File: src/rtl/bpj_pkg.sv
package bpj_pkg;

   localparam int RIGHT_CAPACITY = 64;
   localparam int COORD_BITS = 32;
   localparam int IDX_BITS = 6;
   localparam int CNT_BITS = 7;

   localparam logic [2:0] INTER = 3'd0;
   localparam logic [2:0] DISJO = 3'd1;
   localparam logic [2:0] EQUAL = 3'd2;
   localparam logic [2:0] OVERL = 3'd3;
   localparam logic [2:0] WITHI = 3'd4;

   localparam logic [1:0] R = 2'd0;
   localparam logic [1:0] L = 2'd1;
   localparam logic [1:0] OP_NEW_TILE = 2'd2;

   typedef struct packed {
      logic signed [COORD_BITS-1:0] xlo;
      logic signed [COORD_BITS-1:0] ylo;
      logic signed [COORD_BITS-1:0] xhi;
      logic signed [COORD_BITS-1:0] yhi;
   } box_type;

   typedef enum logic [1:0] {
      ST_IDLE,
      ST_SCAN,
      ST_DONE
   } state_type;

   // per-cell evaluation result
   typedef struct packed {
      logic match;
      logic valid;
   } cell_res_type;

   function automatic logic ax_within(logic signed [COORD_BITS-1:0] a0,
                                      logic signed [COORD_BITS-1:0] a1,
                                      logic signed [COORD_BITS-1:0] b0,
                                      logic signed [COORD_BITS-1:0] b1);
      return (b0 <= a0) && (a1 <= b1) && ((b0 < a1) || ((b0 == a0) && (a0 == a1)));
   endfunction

   function automatic logic test_pair(box_type a, box_type b, logic [2:0] mode);
      logic inter, open_meet, a_in_b, b_in_a, res;
      inter = (a.xlo <= b.xhi) && (b.xlo <= a.xhi) &&
              (a.ylo <= b.yhi) && (b.ylo <= a.yhi);
      open_meet = (a.xlo < b.xhi) && (a.xhi > b.xlo) &&
                  (a.ylo < b.yhi) && (a.yhi > b.ylo);
      a_in_b = (a.xlo >= b.xlo) && (a.xhi <= b.xhi) &&
               (a.ylo >= b.ylo) && (a.yhi <= b.yhi);
      b_in_a = (b.xlo >= a.xlo) && (b.xhi <= a.xhi) &&
               (b.ylo >= a.ylo) && (b.yhi <= a.yhi);
      case (mode)
         INTER:   res = inter;
         DISJO:   res = !inter;
         EQUAL:   res = (a == b);
         OVERL:   res = open_meet && !a_in_b && !b_in_a;
         WITHI:   res = ax_within(a.xlo, a.xhi, b.xlo, b.xhi) &&
                        ax_within(a.ylo, a.yhi, b.ylo, b.yhi);
         default: res = 1'b0;
      endcase
      return res;
   endfunction

endpackage

File: src/rtl/bpj_cell.sv
// One slot of the right-box chain. During a scan the row rotates by one
// each cycle; the head cell (index 0) presents its box to the comparator.
module bpj_cell (
   input  logic              clock,
   input  logic              load,
   input  logic              shift,
   input  bpj_pkg::box_type  load_box,
   input  bpj_pkg::box_type  prev_box,
   output bpj_pkg::box_type  box
);

   bpj_pkg::box_type box_ff, box_in;

   always_comb begin
      box_in = box_ff;
      if (load) begin
         box_in = load_box;
      end else if (shift) begin
         box_in = prev_box;
      end
   end

   always_ff @(posedge clock) begin
      box_ff <= box_in;
   end

   assign box = box_ff;

endmodule

File: config.mk
export PLATFORM = sky130hd
export DESIGN_NAME = bpj_cell
export DESIGN_NICKNAME = d
export VERILOG_FILES = /design/src/rtl/bpj_pkg.sv /design/src/rtl/bpj_cell.sv
export SDC_FILE = /design/constraint.sdc
export NUM_CORES = 1
export LEC_CHECK = 0
export ABC_AREA = 1
export BUFFER_PORTS_ARGS = -buffer_cell sky130_fd_sc_hd__buf_2
export CORE_AREA = 2 2 151 153
export CTS_BUF_LIST = sky130_fd_sc_hd__clkbuf_8
export DETAILED_ROUTE_END_ITERATION = 8
export DIE_AREA = 0 0 153 155
export PLACE_DENSITY_LB_ADDON = 0.2
export SLEW_MARGIN = 10
export SYNTH_ARGS = -nofsm -noshare
export SYNTH_HDL_FRONTEND = slang
export SYNTH_SLANG_ARGS = --single-unit
File: constraint.sdc
create_clock -name clock -period 3.7 [get_ports clock]
set_clock_uncertainty 0.05 [all_clocks]
set_input_delay 0.74 -clock clock [delete_from_list [all_inputs] [get_ports clock]]
set_output_delay 0.74 -clock clock [all_outputs]
set_load 0.005 [all_outputs]
* After elaboration in Yosys (flattened, before gate mapping)
Index checks and enable logic that the tools add are counted. W data, S select, Z words.
Operators by class: multiplexer cells 2, reduce and logical (&&, ||, !) cells 1
Operators with widths (number):
- $mux W128 | 2
- $reduce_bool A2 Y1 | 1
Storage, ports and cells: output and inout port bits 128, flip-flop bits (word level) 128, logic and storage cells 7

* Depth between registers and ports, before layout
depth after elaboration 2, gate-level depth with buffers 5

* Least setup slack after synthesis
OpenSTA, ideal clock, no wires.
path kind input to register, start input load, end register box_ff (netlist bit box[0]), enable pin, stages 2, buffers on the path 1, setup time 0.433 ns, setup slack 0.757 ns, required time 3.217 ns, arrival time 2.460 ns, path through buf_4 > or2_2
On the way: word-level cells in the longest chain between the ends 1
Ends and longest elaborated chain:
- start: declaration | line bpj_cell.sv:5 | input logic load,
- $reduce_bool A2 Y1 (no line)
- end signal: assignment | line bpj_cell.sv:24 | box_ff <= box_in;
- end: declaration | line bpj_cell.sv:12 | bpj_pkg::box_type box_ff, box_in;
Every way passes these cells. A chain may end at the register's enable or synchronous reset.

* Worst setup path in the final report
start register box_ff (netlist bit box[111]), end output box[111] (netlist bit)
RTL lines:
- end: declaration | line bpj_cell.sv:9 | output bpj_pkg::box_type box
No word-level cell between the ends.

==> impl_metrics.xml <==
<?xml version="1.0" encoding="UTF-8"?>
<metrics>
  <group name="run_status">
    <metric name="status" unit="">completed</metric>
  </group>
  <group name="worst_setup_path">
    <metric name="worst_setup_path_start_kind" unit="">flop</metric>
    <metric name="critPathMaxFanout" unit="">1</metric>
    <metric name="worst-endpoint-arrival" unit="ns">0.98</metric>
    <metric name="crit_slowest_cell" unit="">edfxtp_1</metric>
    <metric name="path_buf_inv" unit="">1</metric>
    <metric name="end_kind" unit="">output port</metric>
    <metric name="slowest_stage_delay_cp" unit="ns">0.41</metric>
    <metric name="worst_path_dominant_cell_family" unit="">flip-flops</metric>
    <metric name="worst-endpoint-required" unit="ns">2.91</metric>
    <metric name="critPathKind" unit="">reg2out</metric>
    <metric name="crit_chain" unit="">buf_2</metric>
  </group>
  <group name="timing">
    <metric name="timing_worst_slew_pin_value" unit="ns">0.654</metric>
    <metric name="period_minus_slack" unit="ns">1.77</metric>
    <metric name="timing_max_transition_violations_final" unit="">0</metric>
    <metric name="hold_viol_final" unit="">0</metric>
    <metric name="timing.final.setup_violations" unit="">0</metric>
    <metric name="max-slew-margin-rel" unit="%">56.4</metric>
    <metric name="whs" unit="ns">0.519</metric>
    <metric name="finalSetupTns" unit="ns">0</metric>
    <metric name="fmax" unit="MHz">564</metric>
    <metric name="rsz0062_at_grt" unit="">false</metric>
    <metric name="final.period_utilization" unit="%">47.9</metric>
  </group>
  <group name="placed_design">
    <metric name="port_buffers" unit="">386</metric>
    <metric name="hpwl" unit="µm">12200</metric>
    <metric name="gp_congestion" unit="">0.771</metric>
    <metric name="dpl-instance-area" unit="mm²">0.00765</metric>
    <metric name="placed_cells" unit="">1190</metric>
  </group>
  <group name="grt">
    <metric name="grt_use_total" unit="%">13.9</metric>
    <metric name="grt_antenna_before_repair" unit="">0</metric>
    <metric name="pin_count_of_the_biggest_net_entering_global_routing" unit="">129</metric>
    <metric name="number_of_global_route_vias_before_repair" unit="">4757</metric>
    <metric name="first_pass_grt_wire_length" unit="µm">25700</metric>
    <metric name="grt_remaining_overflow" unit="">0</metric>
  </group>
  <group name="logic_synthesis">
    <metric name="unique_cell_type_count_in_the_yosys_netlist" unit="">6</metric>
    <metric name="syn-cell-area" unit="mm²">0.00547</metric>
    <metric name="postSynthNetCount" unit="">801</metric>
    <metric name="synth_top_area_cell" unit="">edfxtp_1</metric>
    <metric name="postSynthAreaPerCell" unit="µm²">10.1</metric>
    <metric name="netlist_top_cells_area" unit="">edfxtp_1, nand2_1, buf_4, buf_2, or2_2</metric>
    <metric name="synth_cells" unit="">542</metric>
    <metric name="yosysTopAreaCellShare" unit="%">70.3</metric>
    <metric name="synth.ff_latch_count" unit="">128</metric>
    <metric name="yosysWarningCount" unit="">0</metric>
    <metric name="synth_sequential_area_ratio" unit="%">70.3</metric>
  </group>
  <group name="power">
    <metric name="largest_vdd_supply_drop" unit="mV">0.214</metric>
    <metric name="pwr_density_cell" unit="mW/mm²">465</metric>
    <metric name="static-leakage-power" unit="nW">4.26</metric>
  </group>
  <group name="clocking">
    <metric name="clk_pin_slew_worst_paths" unit="ns">0.08</metric>
    <metric name="clock_path_buffers" unit="">2</metric>
    <metric name="cts_inserted_buffers" unit="">17</metric>
    <metric name="clk_root_buffer_cell" unit="">clkbuf_8</metric>
    <metric name="hold_buffers" unit="">0</metric>
    <metric name="tritoncts" unit="">done</metric>
    <metric name="cts.repair_timing.setup_buffer_count" unit="">0</metric>
    <metric name="numClockSinks" unit="">128</metric>
    <metric name="post_cts_resized" unit="">0</metric>
    <metric name="cts_max_level" unit="">4</metric>
  </group>
  <group name="floorplan">
    <metric name="initial_standard_cell_utilization_of_the_core" unit="%">24.6</metric>
    <metric name="dieHeight" unit="µm">155</metric>
    <metric name="floorplan.rows" unit="">55</metric>
    <metric name="core_region_area" unit="mm²">0.0222</metric>
    <metric name="chip_width" unit="µm">153</metric>
    <metric name="die-area" unit="mm²">0.0237</metric>
    <metric name="top_level_ports" unit="">387</metric>
  </group>
  <group name="detailed_routing">
    <metric name="final_antenna_net_count" unit="">0</metric>
    <metric name="route.detailed.vias_per_inst" unit="">4.03</metric>
    <metric name="total_vias_in_the_final_route" unit="">4930</metric>
    <metric name="detail_route.drc_violations" unit="">0</metric>
    <metric name="drtIter0Drc" unit="">242</metric>
    <metric name="wirelength" unit="µm">16900</metric>
    <metric name="avgRoutedWirePerCell" unit="µm">13.8</metric>
    <metric name="first_pass_iteration_count_of_the_detailed_router" unit="">6</metric>
  </group>
  <group name="cells_and_area">
    <metric name="num-nets-final" unit="">1183</metric>
    <metric name="layout_common_cells" unit="">buf_2, nand2_1, edfxtp_1</metric>
    <metric name="max_reg_flops" unit="">128</metric>
    <metric name="layout.cells.non_filler" unit="">1222</metric>
    <metric name="final_design_area_no_fill" unit="mm²">0.00813</metric>
    <metric name="layout_cells_sized_above_1" unit="%">45.0</metric>
    <metric name="antenna-diode-count" unit="">0</metric>
    <metric name="mostFrequentLayoutCell" unit="">buf_2</metric>
    <metric name="synthToLayoutAreaGrowth" unit="%">48.6</metric>
  </group>
  <group name="job">
    <metric name="drv.max_cap_violation_count" unit="">0</metric>
  </group>
  <group name="min_path">
    <metric name="hold_path.class" unit="">in2reg</metric>
  </group>
</metrics>
-- per-stage QoR --
stage	worst slack, ns	power [W]	utilization, %
2_1_floorplan	0.757	0.00203	-
3_3_place_gp	1.46	0.00238	34.4
3_5_place_dp	1.43	0.00238	34.4
4_1_cts	1.86	0.00386	36.6
5_1_grt	1.86	0.00398	36.6
6_report	1.93	0.00378	36.6
-- layout make-up --
| cell class | instances | area (µm²) |
|---|---|---|
| Tap cell | 285 | 357 |
| Clock buffer | 17 | 234 |
| Timing Repair Buffer | 391 | 2000 |
| Multi-Input combinational cell | 385 | 1450 |
| Fill cell | 2327 | 14100 |
| Sequential cell | 128 | 3840 |
| Inverter | 1 | 6.26 |
| Clock inverter | 15 | 241 |
-- path summary, 6_finish.rpt --
check | start | end | cells past startpoint
worst min-delay path | prev_box[116] | box[116] | 3
worst max-delay path | box[111] | box[111] | 1
-- logic make-up after synthesis --
kind of cell	synth area share (%)
flops	70.3
simple gates	26.5
buf+inv	3.27
-- per-layer routing --
layer | vias to the layer above | GRT usage, % | share of wire [%]
met5 | - | 0 | 0
met3 | 18 | 5.07 | 8.4
li1 | 2506 | - | -
met1 | 2178 | 15.5 | 38
met4 | 0 | 4.32 | 1.4
met2 | 228 | 24.9 | 52
-- power by group --
part	leakage (nW)	switching, W	internal [W]
combinational	2.70	0.000266	0.000249
sequential	1.32	0.0000368	0.00178
clock	0.237	0.000581	0.000870
-- Yosys cell counts --
cell type / instances
edfxtp_1: 128
inv_2: 1
buf_4: 14
buf_2: 14
nand2_1: 384
or2_2: 1
(Power assumes the default switching activity.)
