--- config.mk ---
export PLATFORM = sky130hd
export DESIGN_NAME = bpj_eval
export DESIGN_NICKNAME = d
export VERILOG_FILES = /design/src/rtl/bpj_pkg.sv /design/src/rtl/bpj_eval.sv
export SDC_FILE = /design/constraint.sdc
export NUM_CORES = 1
export LEC_CHECK = 0
export BUFFER_PORTS_ARGS = -buffer_cell sky130_fd_sc_hd__buf_2
export CAP_MARGIN = 20
export CORE_ASPECT_RATIO = 0.9
export CORE_MARGIN = 2
export CORE_UTILIZATION = 40
export CTS_CLUSTER_DIAMETER = 50
export CTS_CLUSTER_SIZE = 30
export DETAILED_ROUTE_END_ITERATION = 8
export GPL_TIMING_DRIVEN = 0
export PLACE_DENSITY = 0.72
export SYNTH_ARGS = -nofsm -noshare
export SYNTH_HDL_FRONTEND = slang
export SYNTH_SLANG_ARGS = --single-unit
export TNS_END_PERCENT = 1
--- constraint.sdc ---
create_clock -name clock -period 2.8 [get_ports clock]
set_clock_uncertainty 0.15 [all_clocks]
set_input_delay 0.28 -clock clock [delete_from_list [all_inputs] [get_ports clock]]
set_output_delay 0.28 -clock clock [all_outputs]
set_load 0.1 [all_outputs]
--- src/rtl/bpj_pkg.sv ---
package bpj_pkg;

   localparam int RIGHT_CAPACITY = 64;
   localparam int COORD_BITS = 32;
   localparam int IDX_BITS = 6;
   localparam int CNT_BITS = 7;

   localparam logic [2:0] INTER = 3'd0;
   localparam logic [2:0] DISJO = 3'd1;
   localparam logic [2:0] EQUAL = 3'd2;
   localparam logic [2:0] OVERL = 3'd3;
   localparam logic [2:0] WITHI = 3'd4;

   localparam logic [1:0] R = 2'd0;
   localparam logic [1:0] L = 2'd1;
   localparam logic [1:0] OP_NEW_TILE = 2'd2;

   typedef struct packed {
      logic signed [COORD_BITS-1:0] xlo;
      logic signed [COORD_BITS-1:0] ylo;
      logic signed [COORD_BITS-1:0] xhi;
      logic signed [COORD_BITS-1:0] yhi;
   } box_type;

   typedef enum logic [1:0] {
      ST_IDLE,
      ST_SCAN,
      ST_DONE
   } state_type;

   // per-cell evaluation result
   typedef struct packed {
      logic match;
      logic valid;
   } cell_res_type;

   function automatic logic ax_within(logic signed [COORD_BITS-1:0] a0,
                                      logic signed [COORD_BITS-1:0] a1,
                                      logic signed [COORD_BITS-1:0] b0,
                                      logic signed [COORD_BITS-1:0] b1);
      return (b0 <= a0) && (a1 <= b1) && ((b0 < a1) || ((b0 == a0) && (a0 == a1)));
   endfunction

   function automatic logic test_pair(box_type a, box_type b, logic [2:0] mode);
      logic inter, open_meet, a_in_b, b_in_a, res;
      inter = (a.xlo <= b.xhi) && (b.xlo <= a.xhi) &&
              (a.ylo <= b.yhi) && (b.ylo <= a.yhi);
      open_meet = (a.xlo < b.xhi) && (a.xhi > b.xlo) &&
                  (a.ylo < b.yhi) && (a.yhi > b.ylo);
      a_in_b = (a.xlo >= b.xlo) && (a.xhi <= b.xhi) &&
               (a.ylo >= b.ylo) && (a.yhi <= b.yhi);
      b_in_a = (b.xlo >= a.xlo) && (b.xhi <= a.xhi) &&
               (b.ylo >= a.ylo) && (b.yhi <= a.yhi);
      case (mode)
         INTER:   res = inter;
         DISJO:   res = !inter;
         EQUAL:   res = (a == b);
         OVERL:   res = open_meet && !a_in_b && !b_in_a;
         WITHI:   res = ax_within(a.xlo, a.xhi, b.xlo, b.xhi) &&
                        ax_within(a.ylo, a.yhi, b.ylo, b.yhi);
         default: res = 1'b0;
      endcase
      return res;
   endfunction

endpackage

--- src/rtl/bpj_eval.sv ---
// Registered predicate test of the probe box against the head of the chain.
module bpj_eval (
   input  logic                  clock,
   input  logic                  reset,
   input  logic                  en,
   input  logic [2:0]            mode,
   input  bpj_pkg::box_type      left_box,
   input  bpj_pkg::box_type      right_box,
   output bpj_pkg::cell_res_type res
);

   bpj_pkg::cell_res_type res_ff, res_in;

   always_comb begin
      res_in.valid = en;
      res_in.match = en && bpj_pkg::test_pair(left_box, right_box, mode);
   end

   always_ff @(posedge clock) begin
      if (reset) begin
         res_ff <= '0;
      end else begin
         res_ff <= res_in;
      end
   end

   assign res = res_ff;

endmodule

======== Word level (Yosys, flattened, before mapping) ========
Index checks and enable logic that the tools add are counted.
word-level totals
  memory bits (read-only) ................. 0
  bits in writable memories ............... 0
  output and inout port bits .............. 2
  memories kept ........................... 0
  bits in latches ......................... 0
  logic and storage cells ................. 60
  bits in registers ....................... 2
operators by class
  multipliers ............................. 0
  order comparisons ....................... 20
  add/subtract/negate cells ............... 0
  bitwise operators ....................... 0
  multiplexer cells ....................... 1
  reductions and logical operators ........ 28
  eq/ne operators ......................... 9
  div/mod/pow operators ................... 0
  shift operators ......................... 0
operators with widths
  cell                                                             number
  32-bit less-or-equal comparator                                  10
  128-bit == test                                                  1
  32-bit == test                                                   4
  32-bit greater-or-equal comparator                               4
  32-bit < comparator                                              4
  32-bit > comparator                                              2
  1-bit logical AND                                                22
  3-bit by 2-bit == test with 1-bit output, second input constant  2
  1-bit case mux with 5 select lines                               1
  3-bit by 1-bit == test with 1-bit output, second input constant  1
  3-bit == test, second input constant                             1
  1-bit logical NOT                                                3
  3-bit logical NOT                                                1
  1-bit logical OR                                                 2

======== Longest topological paths before layout ========
  depth after elaboration ................. 9
  depth in mapped cells ................... 12

======== Worst setup path after synthesis ========
Ideal clock, no wire load.
  path type ............................... in2reg
  start point ............................. input left_box[51] (netlist name)
  end point ............................... register res_ff, in the netlist res[1]
  stages on the path ...................... 12
  setup slack ............................. 0.322 ns
  data arrival time ....................... 2.198 ns
  data required time ...................... 2.520 ns
  library setup time ...................... 0.130 ns
  cells stage by stage .................... inv_1 > ha_1 > a21oi_1 > o21ai_1 > a2111oi_0 > a31oi_1 > nor4b_1 > or3_1 > o211ai_2 > mux2i_1 > o21ai_1 > o211ai_1
on the way
  word-level cells in the longest chain between the ends .. 9
RTL lines
  element                                 line                          text
  from (decl)                             bpj_eval.sv:7                 input bpj_pkg::box_type left_box,
  32-bit less-or-equal comparator         bpj_pkg.sv:41, bpj_pkg.sv:50
  1-bit logical AND (2 in a row)          bpj_pkg.sv:50                 a_in_b = (a.xlo >= b.xlo) && (a.xhi <= b.xhi) &&
  1-bit logical AND                       bpj_pkg.sv:51                 (a.ylo >= b.ylo) && (a.yhi <= b.yhi);
  1-bit logical NOT                       bpj_pkg.sv:58                 OVERL: res = open_meet && !a_in_b && !b_in_a;
  1-bit logical AND (2 in a row)          bpj_pkg.sv:58
  1-bit case mux with 5 select lines (*)  bpj_pkg.sv:54                 case (mode)
  1-bit logical AND (*)                   bpj_eval.sv:16                res_in.match = en && bpj_pkg::test_pair(left_box, right_box, mode);
  to (signal assigned)                    bpj_eval.sv:23                res_ff <= res_in;
  to (decl)                               bpj_eval.sv:12                bpj_pkg::cell_res_type res_ff, res_in;
Mark *: on every way between the ends. The rest lies on a longest branch, timed or not.
A chain may end at the register's enable or synchronous reset.

======== Worst setup path in the final report ========
  start point ............................. input right_box[105] (netlist name)
  end point ............................... register res_ff, in the netlist res[1]
on the way
  word-level cells in the longest chain between the ends .. 9
RTL lines
  element                                 line            text
  from (decl)                             bpj_eval.sv:8   input bpj_pkg::box_type right_box,
  32-bit greater-or-equal comparator      bpj_pkg.sv:50
  1-bit logical AND (2 in a row)          bpj_pkg.sv:50
  1-bit logical AND                       bpj_pkg.sv:51
  1-bit logical NOT                       bpj_pkg.sv:58
  1-bit logical AND (2 in a row)          bpj_pkg.sv:58
  1-bit case mux with 5 select lines (*)  bpj_pkg.sv:54
  1-bit logical AND (*)                   bpj_eval.sv:16
Marks and branches as above.

==> impl_metrics.csv <==
group,metric,value,unit
die,ios,264,
timing,slew_violations,0,
critical_path,worstPathMaxFanout,2,
global_route,first_global_vias,7951,
yosys,synth.area.mux_share,0.00276,
routing,drtPass1Iterations,5,
layout,largest_reg_flops,2,
die,die_w,146,microns
global_route,grt_pass1_wl,38900,microns
worst_hold_path,hold_path_depth,2,
yosys,synth_area_per_cell,7.34,sq um
worst_hold_path,min_path_type,"in -> reg",
critical_path,critical_path.cell_chain,"buf_2 -> ha_4 -> nand4_1 -> buf_4 -> nor2_1 -> a22oi_2 -> a31oi_4 -> nor4b_4 -> or3_4 -> o211ai_2 -> mux2i_1 -> o21ai_1 -> o211ai_1",
routing,routed-via-count,8241,
global_route,grtUsageMet3,0.0266,
timing,min_period,2.75,ns
clocking,path_clk_slew,0.03,ns
die,rows,46,
placed_design,portBuffers,263,
layout,mostFrequentLayoutCells,"buf_2 (256), ha_1 (242), inv_1 (194)",
yosys,synth_top_area_cell,"ha_1",
critical_path,worstPathArrival,2.69,ns
routing,vias_per_cell,5.45,
critical_path,setup.worst_path.class,"in -> reg",
yosys,synth_xor_area_frac,0.0820,
die,start_util,0.410,
clocking,cts_buffers,3,
die,die-area,19300,sq um
yosys,synth_nets,1507,
timing,finalHoldViolations,0,
timing,worst_pin_slew,0.663,ns
routing,drc,0,
timing,relSlewSlack,0.557,
global_route,antenna_found_initial,6,
placed_design,hpwl,22700,microns
yosys,synthAdderAreaFrac,0.441,
yosys,ys_ff_latch,2,
yosys,synthSimpleGateAreaFrac,0.188,
yosys,syn_inst,989,
yosys,ys_warn_count,0,
clocking,tritoncts,"done",
timing,tns,0,ns
yosys,yosys-top-cells-area,"ha_1 (44%), inv_1 (10%), a21oi_1 (7.2%), nand4_1 (5.3%), xnor2_1 (4.3%)",
yosys,synth_top_family_by_area,"adder cells",
global_route,gr-usage-met1,0.342,
yosys,synth_compound_area_frac,0.176,
power_and_ir_drop,powerDensity,179,nW/um^2
critical_path,startpoint_type,"input pin",
critical_path,critPathCaptureType,"flip-flop",
global_route,gr-total-overflow,0,
layout,multiInputGateArea,6920,sq um
die,die_y,132,microns
outcome,status,"finished clean",
layout,seqCellArea,40.0,sq um
yosys,synthFlopType,"dfxtp_1",
layout,final_cells,1511,
routing,antenna_left,0,
layout,fin_util,0.537,
power_and_ir_drop,p_leak,5.35,nW
critical_path,cp.required,2.74,ns
routing,routed_wl,25400,microns
clocking,cts_sinks,2,
clocking,cts.root.buffer_cell,"clkbuf_16",
flow_run,max_cap_violations,0,
routing,drtIter0Drc,376,
routing,wire_per_inst,16.8,microns
global_route,grt_util_all_layers,0.247,
timing,fin_crit_sh,0.983,
clocking,cts-hold-fix-buffers,0,
placed_design,place_congestion,0.968,
timing,clock.fmax,363,MHz
yosys,yosysUniqueCellTypes,51,
clocking,cts_buffer_depth,2,
global_route,busiest_layer,"met2",
yosys,async_flop_share,0,
layout,fillCellCount,1726,
power_and_ir_drop,ir_drop,399,uV
die,coreArea,17700,sq um
placed_design,dp_cells,1492,
critical_path,cp_slowest_cell,"or3_4",
critical_path,critical-path-max-stage-delay,0.39,ns
yosys,synth_area,7260,sq um
global_route,grt_max_degree,7,
yosys,ys_seq_area_frac,0.00551,
layout,drive_above_1_share,0.269,
layout,final_nets,1784,
yosys,synth.top_cell.area_share,0.441,
timing,fin_ws,0.0487,ns
layout,final_common_cell,"buf_2",
clocking,htree_levels,1,
placed_design,place_ws,-0.551,ns
yosys,synth-edff-count,0,
timing,setup-violations-final,0,
layout,synthToLayoutAreaGrowth,31.2,%
timing,hold_ws,0.249,ns
global_route,grt_use_met2,0.417,
critical path: cells and delay by family:
family	cells	cell delay [ns]
and+or+nand+nor	4	0.82
AOI/OAI and AO/OA	5	0.75
buffers and inverters	2	0.35
adders and majority gates	1	0.26
muxes	1	0.22
cell type report:
class                      instances  area share
multi-input combinational        786       0.727
timing repair buffer             272       0.149
inverter                         201      0.0792
tap                              240      0.0315
clock buffer                       3     0.00788
sequential                         2     0.00420
antenna                            7     0.00184
report_power, final:
group,internal (mW),leakage (nW),switching (mW)
combinational,0.645,5.29,0.814
clock,0.182,0.0370,0.0319
sequential,0.0300,0.0165,0.000225
total,0.857,5.35,0.846
timing repair:
item,in CTS,in global routing
gates resized for setup,26,60
endpoints found under the setup margin,1,1
hold endpoints to repair,0,0
pin swaps,21,38
setup buffers,5,4
final timing paths:
check,startpoint,end
worst min-delay path,en,res[0]$_SDFF_PP0_
worst max-delay path,right_box[105],res[1]$_SDFF_PP0_
cells by family (layout without fill, tap and decap cells):
family | count (synthesis) | count (layout)
xor gates and xnor gates | 68 | 68
muxes | 2 | 2
and+or+nand+nor | 248 | 248
other | 0 | 7
DFF | 2 | 2
adders and majority gates | 256 | 256
buffers and inverters | 201 | 476
AOI/OAI and AO/OA | 212 | 212
Yosys cell counts, types with 2 or more instances:
| cell | instances |
|---|---|
| dfxtp_1 | 2 |
| nand3_1 | 27 |
| a22oi_1 | 2 |
| o31ai_1 | 3 |
| nor4_1 | 23 |
| a21o_1 | 27 |
| or4b_1 | 3 |
| nor2_1 | 26 |
| nor3_1 | 12 |
| inv_1 | 201 |
| nand2_1 | 58 |
| a21oi_1 | 104 |
| nor2b_1 | 7 |
| xor2_1 | 32 |
| nand2b_1 | 5 |
| a221oi_1 | 5 |
| a31oi_1 | 5 |
| or4_1 | 3 |
| nand4_1 | 61 |
| a221o_1 | 2 |
| o211ai_1 | 10 |
| o21ai_1 | 11 |
| a211oi_1 | 9 |
| and4_1 | 6 |
| a21boi_1 | 2 |
| or3_1 | 4 |
| and3_1 | 2 |
| ha_1 | 256 |
| mux2i_1 | 2 |
| xnor2_1 | 36 |
| a2111oi_0 | 3 |
| o21ai_0 | 21 |
layer usage:
layer | share of wire | wire length, microns
met1 | 0.46 | 11800
met2 | 0.45 | 11400
met3 | 0.069 | 1760
met4 | 0.016 | 415
met5 | 0.00051 | 13
stage by stage:
step | total power [mW] | area [sq um]
after floorplan | 0.806 | 7260
after global placement | 1.30 | 8880
after detailed placement | 1.33 | 8880
after CTS | 1.60 | 9140
after global routing | 1.88 | 9520
final | 1.70 | 9530
Power figures use the tool's default switching activity.
